===== config.mk =====
export PLATFORM = sky130hd
export DESIGN_NAME = battery_level_gauge
export DESIGN_NICKNAME = d
export VERILOG_FILES = /design/src/rtl/blg_pkg.sv /design/src/rtl/blg_useq.sv /design/src/rtl/blg_dp.sv /design/src/rtl/battery_level_gauge.sv
export SDC_FILE = /design/constraint.sdc
export NUM_CORES = 1
export LEC_CHECK = 0
export CAP_MARGIN = 20
export CORE_UTILIZATION = 27
export DETAILED_ROUTE_END_ITERATION = 8
export DONT_BUFFER_PORTS = 1
export GPL_TIMING_DRIVEN = 0
export PLACE_DENSITY_LB_ADDON = 0.1
export SETUP_SLACK_MARGIN = 0.15
export SLEW_MARGIN = 20
export SYNTH_ARGS = -nofsm -noshare
export SYNTH_HDL_FRONTEND = slang
export SYNTH_SLANG_ARGS = --single-unit

===== constraint.sdc =====
create_clock -name clk -period 10.7 [get_ports clk]
set_input_delay 1.605 -clock clk [delete_from_list [all_inputs] [get_ports clk]]
set_output_delay 1.605 -clock clk [all_outputs]
set_load 0.05 [all_outputs]

===== src/rtl/blg_pkg.sv =====
// battery level gauge package: payload structs, microcode word, control codes,
// voltage profile table and microprogram. no dependencies.
package blg_pkg;

  localparam int MV_W       = 12;
  localparam int AVG_W      = 13;
  localparam int SUM_W      = 20;
  localparam int IDX_W      = 7;
  localparam int PCT_W      = 7;
  localparam int ROM_LEN    = 101;
  localparam int ROM_IDX_W  = 7;
  localparam int CFG_IDX_W  = 1;
  localparam int CFG_DATA_W = 16;
  localparam int PERIOD_W   = 16;
  localparam int MARGIN_W   = 10;
  localparam int PC_W       = 3;

  localparam logic [PERIOD_W-1:0] PERIOD_RESET = 16'd1000;
  localparam logic [MARGIN_W-1:0] MARGIN_RESET = 10'd100;

  typedef struct packed {
    logic            func;
    logic [31:0]     time_ms;
    logic [MV_W-1:0] sample_mv;
  } in_t;

  typedef struct packed {
    logic [PCT_W-1:0] percentage;
    logic             charging;
    logic             measure_due;
    logic             level_done;
  } out_t;

  typedef enum logic [CFG_IDX_W-1:0] {
    REG_REFRESH_PERIOD = 1'b0,
    REG_CHARGE_MARGIN  = 1'b1
  } cfg_reg_t;

  typedef enum logic [2:0] {
    OP_LOAD,
    OP_UPDATE,
    OP_DIV,
    OP_SEARCH,
    OP_FINISH,
    OP_EMIT
  } op_t;

  typedef enum logic [2:0] {
    C_NEVER,
    C_NO_ACCEPT,
    C_NO_COMPLETE,
    C_SRCH_MORE,
    C_OUT_BUSY
  } cond_t;

  typedef struct packed {
    op_t             op;
    cond_t           cond;
    logic [PC_W-1:0] target;
    logic            last;
  } uop_t;

  typedef struct packed {
    logic accept;
    logic no_complete;
    logic srch_more;
    logic out_busy;
  } flags_t;

  localparam logic [PC_W-1:0] PC_IDLE   = 3'd0;
  localparam logic [PC_W-1:0] PC_UPDATE = 3'd1;
  localparam logic [PC_W-1:0] PC_DIV    = 3'd2;
  localparam logic [PC_W-1:0] PC_SEARCH = 3'd3;
  localparam logic [PC_W-1:0] PC_FINISH = 3'd4;
  localparam logic [PC_W-1:0] PC_EMIT   = 3'd5;

  // voltage profile, index is percent
  localparam logic [MV_W-1:0] SOC_ROM [ROM_LEN] = '{
    12'd3483, 12'd3484, 12'd3486, 12'd3487, 12'd3489, 12'd3491, 12'd3493, 12'd3495,
    12'd3497, 12'd3499, 12'd3502, 12'd3504, 12'd3507, 12'd3510, 12'd3513, 12'd3515,
    12'd3519, 12'd3522, 12'd3525, 12'd3528, 12'd3532, 12'd3535, 12'd3539, 12'd3542,
    12'd3546, 12'd3550, 12'd3554, 12'd3558, 12'd3562, 12'd3566, 12'd3570, 12'd3574,
    12'd3578, 12'd3583, 12'd3587, 12'd3592, 12'd3596, 12'd3601, 12'd3605, 12'd3610,
    12'd3614, 12'd3619, 12'd3624, 12'd3629, 12'd3633, 12'd3638, 12'd3643, 12'd3648,
    12'd3653, 12'd3658, 12'd3663, 12'd3668, 12'd3673, 12'd3678, 12'd3682, 12'd3687,
    12'd3692, 12'd3697, 12'd3702, 12'd3707, 12'd3712, 12'd3717, 12'd3722, 12'd3727,
    12'd3732, 12'd3737, 12'd3742, 12'd3747, 12'd3751, 12'd3756, 12'd3761, 12'd3766,
    12'd3770, 12'd3775, 12'd3779, 12'd3784, 12'd3788, 12'd3793, 12'd3797, 12'd3802,
    12'd3806, 12'd3810, 12'd3814, 12'd3818, 12'd3822, 12'd3826, 12'd3830, 12'd3834,
    12'd3838, 12'd3842, 12'd3845, 12'd3849, 12'd3852, 12'd3856, 12'd3859, 12'd3862,
    12'd3865, 12'd3868, 12'd3871, 12'd3874, 12'd3876
  };

  function automatic logic [MV_W-1:0] soc_mv(input logic [ROM_IDX_W-1:0] idx);
    logic [MV_W-1:0] v;
    v = '0;
    if (int'(idx) < ROM_LEN) begin
      v = SOC_ROM[idx];
    end
    return v;
  endfunction

  // microprogram: a taken condition jumps to target, else fall through
  // (or back to idle on the last step)
  function automatic uop_t ucode(input logic [PC_W-1:0] pc);
    uop_t u;
    case (pc)
      PC_IDLE:   u = '{op: OP_LOAD,   cond: C_NO_ACCEPT,   target: PC_IDLE,   last: 1'b0};
      PC_UPDATE: u = '{op: OP_UPDATE, cond: C_NO_COMPLETE, target: PC_EMIT,   last: 1'b0};
      PC_DIV:    u = '{op: OP_DIV,    cond: C_NEVER,       target: PC_IDLE,   last: 1'b0};
      PC_SEARCH: u = '{op: OP_SEARCH, cond: C_SRCH_MORE,   target: PC_SEARCH, last: 1'b0};
      PC_FINISH: u = '{op: OP_FINISH, cond: C_NEVER,       target: PC_IDLE,   last: 1'b0};
      PC_EMIT:   u = '{op: OP_EMIT,   cond: C_OUT_BUSY,    target: PC_EMIT,   last: 1'b1};
      default:   u = '{op: OP_LOAD,   cond: C_NEVER,       target: PC_IDLE,   last: 1'b1};
    endcase
    return u;
  endfunction

endpackage


===== src/rtl/blg_useq.sv =====
// battery level gauge microsequencer: step counter, microcode rom, jumps.
// depends on blg_pkg.
module blg_useq (
  input  logic          clk,
  input  logic          rst,
  input  blg_pkg::flags_t flags,
  output blg_pkg::uop_t   uop
);
  import blg_pkg::*;

  logic [PC_W-1:0] pc;
  logic [PC_W-1:0] pc_next;
  logic            take;

  assign uop = ucode(pc);

  always_comb begin
    case (uop.cond)
      C_NEVER:       take = 1'b0;
      C_NO_ACCEPT:   take = !flags.accept;
      C_NO_COMPLETE: take = flags.no_complete;
      C_SRCH_MORE:   take = flags.srch_more;
      C_OUT_BUSY:    take = flags.out_busy;
      default:       take = 1'b0;
    endcase
  end

  always_comb begin
    if (take) begin
      pc_next = uop.target;
    end else if (uop.last) begin
      pc_next = PC_IDLE;
    end else begin
      pc_next = pc + 1'b1;
    end
  end

  always_ff @(posedge clk) begin
    if (rst) begin
      pc <= PC_IDLE;
    end else begin
      pc <= pc_next;
    end
  end

endmodule


===== src/rtl/blg_dp.sv =====
// battery level gauge datapath: config regs, charge check, sample sum,
// reciprocal divide, profile search and output register. depends on blg_pkg.
module blg_dp #(
  parameter int SAMPLE_COUNT    = 100,
  parameter int PROFILE_ENTRIES = 101
) (
  input  logic                                 clk,
  input  logic                                 rst,
  input  blg_pkg::uop_t                        uop,
  output blg_pkg::flags_t                      flags,
  input  logic                                 in_valid,
  output logic                                 in_stall,
  input  blg_pkg::in_t                         in_data,
  output logic                                 out_valid,
  input  logic                                 out_stall,
  output blg_pkg::out_t                        out_data,
  input  logic                                 cfg_valid,
  output logic                                 cfg_ready,
  input  logic [blg_pkg::CFG_IDX_W-1:0]        cfg_index,
  input  logic [blg_pkg::CFG_DATA_W-1:0]       cfg_data
);
  import blg_pkg::*;

  localparam int NENT   = (PROFILE_ENTRIES > ROM_LEN) ? ROM_LEN : PROFILE_ENTRIES;
  localparam int DIV_SH = SUM_W + $clog2(SAMPLE_COUNT);
  localparam int MUL_W  = SUM_W + 1;
  localparam int PROD_W = SUM_W + MUL_W;
  // rounded-up reciprocal, exact over the whole sum range
  localparam longint RECIP_L =
    ((longint'(1) << DIV_SH) + longint'(SAMPLE_COUNT) - 1) / longint'(SAMPLE_COUNT);
  localparam logic [MUL_W-1:0]     RECIP    = MUL_W'(RECIP_L);
  localparam logic [IDX_W:0]       IDX_END  = (IDX_W + 1)'(SAMPLE_COUNT);
  localparam logic [ROM_IDX_W-1:0] K_END    = ROM_IDX_W'(NENT);
  localparam logic [ROM_IDX_W-1:0] K_LAST   = ROM_IDX_W'(NENT - 1);

  // configuration and block state
  logic [PERIOD_W-1:0] refresh_period;
  logic [MARGIN_W-1:0] charge_margin;
  logic [31:0]         last_refresh;
  logic                charging_flag;
  logic [PCT_W-1:0]    level_percent;
  logic [SUM_W-1:0]    sample_sum;
  logic [IDX_W-1:0]    sample_index;
  logic                done;

  // working registers
  in_t                 item;
  logic [SUM_W-1:0]    div_sum;
  logic [AVG_W-1:0]    avg;
  logic [ROM_IDX_W-1:0] k;
  logic [AVG_W-1:0]    best;

  logic                accept;
  logic [IDX_W:0]      idx_inc;
  logic                complete;
  logic [SUM_W-1:0]    sum_inc;
  logic [MV_W-1:0]     full_mv;
  logic [AVG_W-1:0]    margin_sum;
  logic                high;
  logic [PROD_W-1:0]   prod;
  logic [AVG_W-1:0]    prof;
  logic [AVG_W-1:0]    delta;
  logic                srch_stop;
  logic [31:0]         elapsed;
  logic                due;
  logic                out_busy;
  logic                emit;

  assign in_stall  = rst || (uop.op != OP_LOAD);
  assign accept    = in_valid && !in_stall;
  assign cfg_ready = !rst;

  assign idx_inc  = {1'b0, sample_index} + 1'b1;
  assign complete = item.func && (idx_inc >= IDX_END);
  assign sum_inc  = sample_sum + {{(SUM_W - MV_W - 1){1'b0}}, item.sample_mv, 1'b0};

  // full charge is the top of the active profile
  assign full_mv    = soc_mv(K_LAST);
  assign margin_sum = {1'b0, item.sample_mv} + {{(AVG_W - MARGIN_W){1'b0}}, charge_margin};
  assign high       = margin_sum > {1'b0, full_mv};

  // divide by SAMPLE_COUNT as multiply by reciprocal and shift
  assign prod = {{MUL_W{1'b0}}, div_sum} * {{SUM_W{1'b0}}, RECIP};

  assign prof  = {1'b0, soc_mv(k)};
  assign delta = (avg > prof) ? (avg - prof) : (prof - avg);
  assign srch_stop = (k == K_END) || (best < delta);

  assign elapsed  = item.time_ms - last_refresh;
  assign due      = (elapsed >= {16'b0, refresh_period}) && !charging_flag;
  assign out_busy = out_valid && out_stall;
  assign emit     = (uop.op == OP_EMIT) && !out_busy;

  always_comb begin
    flags.accept      = accept;
    flags.no_complete = !complete;
    flags.srch_more   = !srch_stop;
    flags.out_busy    = out_busy;
  end

  // configuration writes
  always_ff @(posedge clk) begin
    if (rst) begin
      refresh_period <= PERIOD_RESET;
      charge_margin  <= MARGIN_RESET;
    end else if (cfg_valid && cfg_ready) begin
      case (cfg_reg_t'(cfg_index))
        REG_REFRESH_PERIOD: refresh_period <= cfg_data[PERIOD_W-1:0];
        REG_CHARGE_MARGIN:  charge_margin  <= cfg_data[MARGIN_W-1:0];
        default: ;
      endcase
    end
  end

  // block state
  always_ff @(posedge clk) begin
    if (rst) begin
      last_refresh  <= '0;
      charging_flag <= 1'b0;
      level_percent <= '0;
      sample_sum    <= '0;
      sample_index  <= '0;
      done          <= 1'b0;
    end else begin
      case (uop.op)
        OP_LOAD: begin
          if (accept) begin
            done <= 1'b0;
          end
        end
        OP_UPDATE: begin
          if (!item.func) begin
            if (!charging_flag && high) begin
              charging_flag <= 1'b1;
            end else if (charging_flag && !high) begin
              // leaving charge forces a refresh
              charging_flag <= 1'b0;
              last_refresh  <= '0;
            end
          end else if (complete) begin
            sample_sum   <= '0;
            sample_index <= '0;
          end else begin
            sample_sum   <= sum_inc;
            sample_index <= idx_inc[IDX_W-1:0];
          end
        end
        OP_SEARCH: begin
          if (srch_stop) begin
            level_percent <= k - 1'b1;
          end
        end
        OP_FINISH: begin
          last_refresh <= item.time_ms;
          done         <= 1'b1;
        end
        default: ;
      endcase
    end
  end

  // working registers
  always_ff @(posedge clk) begin
    case (uop.op)
      OP_LOAD: begin
        if (accept) begin
          item <= in_data;
        end
      end
      OP_UPDATE: begin
        div_sum <= sum_inc;
        k       <= '0;
        best    <= '1;
      end
      OP_DIV: begin
        // average never exceeds twice the largest sample
        avg <= prod[DIV_SH +: AVG_W];
      end
      OP_SEARCH: begin
        if (!srch_stop) begin
          best <= delta;
          k    <= k + 1'b1;
        end
      end
      default: ;
    endcase
  end

  // output register
  always_ff @(posedge clk) begin
    if (rst) begin
      out_valid <= 1'b0;
    end else if (emit) begin
      out_valid <= 1'b1;
    end else if (out_valid && !out_stall) begin
      out_valid <= 1'b0;
    end
  end

  always_ff @(posedge clk) begin
    if (emit) begin
      out_data.percentage  <= level_percent;
      out_data.charging    <= charging_flag;
      out_data.measure_due <= due;
      out_data.level_done  <= done;
    end
  end

endmodule


===== src/rtl/battery_level_gauge.sv =====
// battery level gauge top level: microsequencer plus datapath.
// depends on blg_pkg, blg_useq and blg_dp.
//
// usage: each input beat is a poll (func 0) or a measurement sample (func 1)
// with the current millisecond time and a millivolt reading. every input beat
// gives exactly one output beat with percentage, charging, measure_due and
// level_done. the two config registers are written on the cfg channel by
// index (0 refresh period, 1 charge margin) while the block is idle.
// order of work: a poll or a non-final sample goes from accept through the
// update and emit steps back to idle. the final sample of a burst also takes
// the divide by SAMPLE_COUNT (a reciprocal multiply) and then walks the
// voltage profile one entry per cycle, for up to the number of active profile
// entries plus one, before its finish and emit steps.
// one item is worked on at a time: in_stall is high from accept until the
// sequencer is back at its idle step. the result sits in an output register;
// when the receiver stalls it holds its beat and the sequencer waits at its
// emit step. reset is synchronous: it clears the gauge state, the config
// registers go to 1000 ms and 100 mV, and no beat is taken while rst is high.
module battery_level_gauge #(
  parameter int SAMPLE_COUNT    = 100,
  parameter int PROFILE_ENTRIES = 101
) (
  input  logic                           clk,
  input  logic                           rst,
  input  logic                           in_valid,
  output logic                           in_stall,
  input  blg_pkg::in_t                   in_data,
  output logic                           out_valid,
  input  logic                           out_stall,
  output blg_pkg::out_t                  out_data,
  input  logic                           cfg_valid,
  output logic                           cfg_ready,
  input  logic [blg_pkg::CFG_IDX_W-1:0]  cfg_index,
  input  logic [blg_pkg::CFG_DATA_W-1:0] cfg_data
);
  import blg_pkg::*;

  uop_t   uop;
  flags_t flags;

  blg_useq u_useq (
    .clk   (clk),
    .rst   (rst),
    .flags (flags),
    .uop   (uop)
  );

  blg_dp #(
    .SAMPLE_COUNT    (SAMPLE_COUNT),
    .PROFILE_ENTRIES (PROFILE_ENTRIES)
  ) u_dp (
    .clk       (clk),
    .rst       (rst),
    .uop       (uop),
    .flags     (flags),
    .in_valid  (in_valid),
    .in_stall  (in_stall),
    .in_data   (in_data),
    .out_valid (out_valid),
    .out_stall (out_stall),
    .out_data  (out_data),
    .cfg_valid (cfg_valid),
    .cfg_ready (cfg_ready),
    .cfg_index (cfg_index),
    .cfg_data  (cfg_data)
  );

endmodule


Yosys cells after proc, flatten, opt, wreduce, memory -nomap -nowiden:

Memories as Yosys holds them, arrays and structs flattened.
Cells that the tools add are included.

* add/sub/neg operators: 9
* multipliers: 1
* order comparisons: 7
* eq/ne operators: 20
* mux-type cells: 24
* bitwise operators: 3
* reduce and logical (&&, ||, !) cells: 37

Operators by type and width (number)
* $mux 32: 3
* $pmux 32 s2: 1
* $pmux 10 s6: 1
* $mul 20x20->39 const B: 1
* $mux 12: 3
* $ge 32x16->1: 1
* $sub 32x32->32: 1
* $mux 13: 2
* $pmux 13 s2: 1
* $add 20x13->20: 1
* $mux 20: 1
* $eq 3x2->1 const B: 6
* $eq 3x3->1 const B: 5
* $mux 7: 2
* $pmux 7 s2: 1
* $reduce_and 2->1: 7
* $add 12x10->13: 1
* $gt 13x12->1: 1
* $gt 13x12->1 const B: 1
* $lt 13x13->1: 1
* $sub 12x13->13: 1
* $sub 13x12->13: 1
* $reduce_bool 2->1: 5
* $eq 3x1->1 const B: 3
* other kinds (23): 50

* register bits: 206
* memory bits (read-only): 1536
* input bits: 67
* output and inout bits: 13
* word-level logic and storage cells: 123
* memories: 1

Memory list
* (name not given): depth 128, bits a word 12, rd ports 1, clocked after Yosys merged registers in 0, wr ports 0, line blg_pkg.sv:98 `v = SOC_ROM[idx];`

Logic depth before layout (Yosys ltp):

* depth in word-level cells: 12
* gate-level depth with buffers: 33
* mapped depth without buffers: 30

Cells and area by module:

From an unflattened synthesis, not the netlist that was laid out.

* cell total of the unflattened synthesis: 2241
* area, all modules: 20566.0 µm²

By module, submodules not included
* blg_dp: instances 1, cells each 2195, area each 20215.6 µm², seq. area each 5094.9 µm²
* blg_useq: instances 1, cells each 46, area each 350.3 µm², seq. area each 60.1 µm²

Worst setup path before layout:

Ideal clock, no wire load.

* path kind: register -> register
* start: reg u_dp.k[1]
* end: reg u_dp.level_percent[1]
* library setup time: 0.086 ns
* arrival time: 6.584 ns
* path slack: 4.030 ns
* cell stages (with the launch flop): 30
* buffers on the path: 2
* period minus slack after synthesis: 6.670 ns
* path through: edfxtp_1 > clkbuf_1 > inv_1 > ha_1 > or2_2 > a32oi_1 > nor2_1 > o311a_1 > or2_2 > inv_1 > ha_1 > nand3_1 > a21oi_1 > o31a_1 > o21a_1 > o21ai_1 > nand2_1 > mux2i_1 > a31oi_1 > a21boi_0 > xnor2_1 > ha_1 > or3_1 > a2111oi_0 > o21a_1 > o32ai_1 > nor2_1 > clkbuf_1 > nor2_1 > a211oi_1

* longest elaborated chain between the ends: 10
* elaborated cells on any way between the ends: 15
* classes of those cells: add/sub (3); order compare (3); eq/ne (1); mux (4); bitwise (1); reduce/logical (2); memory (1)

RTL lines
* start: declaration: line blg_dp.sv:50 `logic [ROM_IDX_W-1:0] k;`
* start signal: assignment: line blg_dp.sv:182 `k <= k + 1'b1;`
* $not 7->8 (not written as such): line blg_pkg.sv:98
* $mem_v2 128x12
* $mux 12 (not written as such) (2 in series): line blg_pkg.sv:98
* $mux 12: line blg_pkg.sv:97 `if (int'(idx) < ROM_LEN) begin`
* $sub 12x13->13, or another cell as far along: line blg_dp.sv:86 `assign delta = (avg > prof) ? (avg - prof) : (prof - avg);`
* $mux 13: line blg_dp.sv:86
* $lt 13x13->1: line blg_dp.sv:87 `assign srch_stop = (k == K_END) || (best < delta);`
* $logic_or 1x1->1: line blg_dp.sv:87
* $reduce_and 2->1 (no source line)
* end signal: assignment: line blg_dp.sv:150 `level_percent <= k - 1'b1;`
* end: declaration: line blg_dp.sv:41 `logic [PCT_W-1:0] level_percent;`

Parallel ways exist; a longest one is shown, timed or not. The select of a mux whose other input is x is not followed.
A chain may end at the register's enable or synchronous reset.

Final worst setup path:

* start: reg u_dp.k[1]
* end: reg u_dp.k[4] (enable)

* longest elaborated chain between the ends: 11
* elaborated cells on any way between the ends: 15
* classes of those cells: add/sub (2); order compare (3); eq/ne (2); mux (4); bitwise (1); reduce/logical (2); memory (1)

RTL lines (line)
* $not 7->8 (not written as such): blg_pkg.sv:98
* $mem_v2 128x12
* $mux 12 (not written as such) (2 in series): blg_pkg.sv:98
* $mux 12: blg_pkg.sv:97
* $sub 12x13->13, or another cell as far along: blg_dp.sv:86
* $mux 13: blg_dp.sv:86
* $lt 13x13->1: blg_dp.sv:87
* $logic_or 1x1->1 (*): blg_dp.sv:87
* $ne 2x2->1 (no source line) (*)
* $reduce_and 2->1 (no source line) (*)

Every way passes the cells marked *; elsewhere a longest branch is shown, timed or not. The select of a mux whose other input is x is not followed.

==> flow_summary.yaml <==
synth:
  synth_area_leaders: "ha_1 22%, edfxtp_1 16%, fa_1 15%"
  ys_seq_area_share_pct: 25.9
  syn-mean-instance-area_um2: 9.61
  synthMuxAreaShare_pct: 1.28
  synth-simple-area-share_pct: 10.8
  yosysWarningCount: 0
  yosys.cell_types.count: 87
  synth_flop_cell: "edfxtp_1"
  synth_compound_area_share_pct: 15.8
  async_reset_ff_share_pct: 0
  ys_top_cells_by_count: "342 x ha_1, 280 x inv_1, 157 x nand2_1"
  synth.largest_area_cell: "ha_1"
  syn_area_mm2: 0.0199
  synth_top_area_share_pct: 21.5
  synth_most_common_cell: "ha_1"
  synthXorXnorAreaFrac_pct: 3.31
  synth_edf_count: 107
  ys_ff_latch: 204
  synth_top_family_by_area: "adder cells"
  synth_cells: 2067
  synth_adder_area_share_pct: 36.3
global_routing:
  antenna_found_initial: 4
  grt_pass1_wl_mm: 88.1
  overflow: 0
  track_usage_pct: 15.1
  grt_pass1_vias: 15500
  grt_max_degree: 34
critical_path:
  cpPeakStageDelay_ns: 0.98
  cp-start-kind: "flop"
  reg2regPathDepth: 30
  crit_type: "reg -> reg"
  crit_fanout: 13
  end_kind: "flop"
  crit_slowest_cell: "o32ai_1"
  worstPathRequired_ns: 10.98
  crit_arrival_ns: 9.33
  cpMostUsedCell: "nand2_1"
min_path:
  hold_depth: 0
  hp-class: "reg -> reg"
clocking:
  cts-htree-levels: 1
  cts_tree: "yes"
  cts_resized: 0
  clockRootBuffer: "clkbuf_16"
  numCtsBuffers: 27
  hold_buffers: 0
  cts_num_sinks: 204
  clockBufferDepth: 3
  clk_latency_ns: 0.58
  path_clk_slew_ns: 0.07
  post-cts-setup-buffers: 0
route:
  drc_errors: 0
  vias: 14600
  ant_nets: 0
  wl_per_cell_um: 18.0
  drtPass1Iterations: 5
  routed_wl_mm: 55.7
  drt-vias-per-instance: 4.75
  drt_iter0_drc: 832
floorplan:
  io_pins: 80
  die-height_um: 273
  die_width_um: 273
  start_util_pct: 27.3
  rows: 99
  core-area_mm2: 0.0728
  dieArea_mm2: 0.0747
finish:
  multi_input_area_mm2: 0.0134
  drive_above_1_share_pct: 4.42
  areaGrowthSynthToFinish_pct: 11.6
  seq_area_mm2: 0.00515
  fillerInstances: 7665
  nNetsFinal: 2659
sta:
  post-route-period-util_pct: 84.6
  grt_setup_unrepaired: "false"
  fmax_ghz: 0.110
  drv_slew: 0
  setup_tns_ns: 0
  period_minus_slack_ns: 9.05
  tightestPinTransition_ns: 1.14
  finalSetupViolCount: 0
  hold_viol_final: 0
  fin_worst_skew_ns: 0.0208
  maxSlewHeadroom_pct: 24.0
placed_design:
  dp_hpwl_mm: 44.6
  portBuffers: 0
  routabilityCongestion: 0.867
run_status:
  outcome: "completed"
run:
  max-cap-violations: 0
state kept, by name, summed over array words and instances, names as in the netlist:
| signal | count |
|---|---|
| u_dp.k | 7 |
| u_dp.sample_sum | 19 |
| u_dp.charge_margin | 10 |
| u_dp.avg | 13 |
| u_dp.best | 13 |
| u_dp.charging_flag | 1 |
| u_dp.div_sum | 19 |
| u_dp.out_data | 10 |
| u_useq.pc | 3 |
| u_dp.level_percent | 7 |
| u_dp.item | 45 |
| u_dp.refresh_period | 16 |
| u_dp.sample_index | 7 |
| u_dp.out_valid | 1 |
| u_dp.done | 1 |
| u_dp.last_refresh | 32 |
stage by stage:
step                      cell area, um^2  setup WS (ns)  std cells  utilization [%]  hold WS (ns)
after floorplan                     19900           4.03       2072                -         0.408
final                               22200           1.65       3085             30.4         0.435
after detailed placement            21100           1.52       3033             29.0         0.422
after global placement              21100           1.45       3031             28.9         0.420
after global routing                22200           1.08       3084             30.4         0.457
after CTS                           22100           1.48       3083             30.4         0.437
metal layers:
metal / up-vias / global-route usage [%] / part of all wire (%)
li1: 7318 / - / -
met1: 7026 / 19.5 / 46
met2: 216 / 26.0 / 48
met3: 77 / 2.88 / 4.4
met4: 6 / 3.51 / 2.3
met5: - / 0 / 0.059
placed cells by master, fill, tap and decap left out, types with 9 or more instances in the layout:
| master | Yosys | final |
|---|---|---|
| or3_1 | 14 | 14 |
| dfxtp_1 | 97 | 97 |
| and3_1 | 13 | 13 |
| edfxtp_1 | 107 | 107 |
| a31oi_1 | 12 | 12 |
| ha_1 | 342 | 342 |
| a21o_1 | 33 | 33 |
| or2_2 | 9 | 9 |
| a22oi_1 | 36 | 36 |
| a311oi_1 | 10 | 10 |
| a21oi_1 | 118 | 117 |
| nand2_1 | 157 | 157 |
| o21bai_1 | 11 | 11 |
| inv_1 | 280 | 279 |
| nor2_1 | 140 | 139 |
| a21boi_0 | 15 | 15 |
| o31ai_1 | 22 | 22 |
| xor2_1 | 26 | 26 |
| nor3_1 | 21 | 20 |
| o21ai_0 | 81 | 81 |
| xnor2_1 | 49 | 49 |
| clkbuf_1 | 54 | 54 |
| nand3_1 | 49 | 49 |
| mux2i_1 | 13 | 13 |
| clkbuf_16 | 0 | 31 |
| o21a_1 | 15 | 15 |
| nand4_1 | 11 | 11 |
| and2_1 | 11 | 11 |
| a211oi_1 | 24 | 24 |
| fa_1 | 146 | 146 |
worst max-delay path, delay by kind of cell, from the launching register on:
family	cells	cell delay (ns)
flops	1	0.70
mux	2	0.62
simple gates	6	1.44
buf+inv	5	1.64
compound gates	13	3.19
xor+xnor	1	0.12
fa+ha+maj	3	1.00
path summary, 6_finish.rpt:
path,startpoint,to,slack (ns)
worst max-delay path,u_dp.k[1]$_SDFFCE_PP0P_,u_dp.k[4]$_SDFFCE_PP0P_,1.65
worst max register to register,u_dp.k[1]$_SDFFCE_PP0P_,u_dp.k[4]$_SDFFCE_PP0P_,1.65
worst min-delay path,u_dp.level_percent[4]$_SDFFE_PP0P_,u_dp.out_data[7]$_DFFE_PP_,0.43
worst min register to register,u_dp.level_percent[4]$_SDFFE_PP0P_,u_dp.out_data[7]$_DFFE_PP_,0.43
cells by family (layout without fill, tap and decap cells):
family / count (synthesis) / after routing
AO/OA/AOI/OAI: 465 / 465
XOR/XNOR: 75 / 75
adder cells (fa/ha/maj): 489 / 489
buffers and inverters: 343 / 396
flip-flops: 204 / 204
multiplexers: 20 / 20
other: 2 / 8
AND/OR/NAND/NOR: 469 / 469
area by class of cell:
| class | instances | area share, % |
|---|---|---|
| clock inverters | 16 | 0.960 |
| diodes | 1 | 0.0113 |
| inverters | 281 | 4.76 |
| well taps | 959 | 5.41 |
| repair buffers | 3 | 0.209 |
| clock buffers | 34 | 3.64 |
| multi-input cells | 1525 | 60.6 |
| flip-flops and latches | 204 | 23.3 |
| plain buffers | 62 | 1.11 |
Power is not shown: default switching activity piles up to over one toggle a cycle in this logic, so the estimate is an artifact.
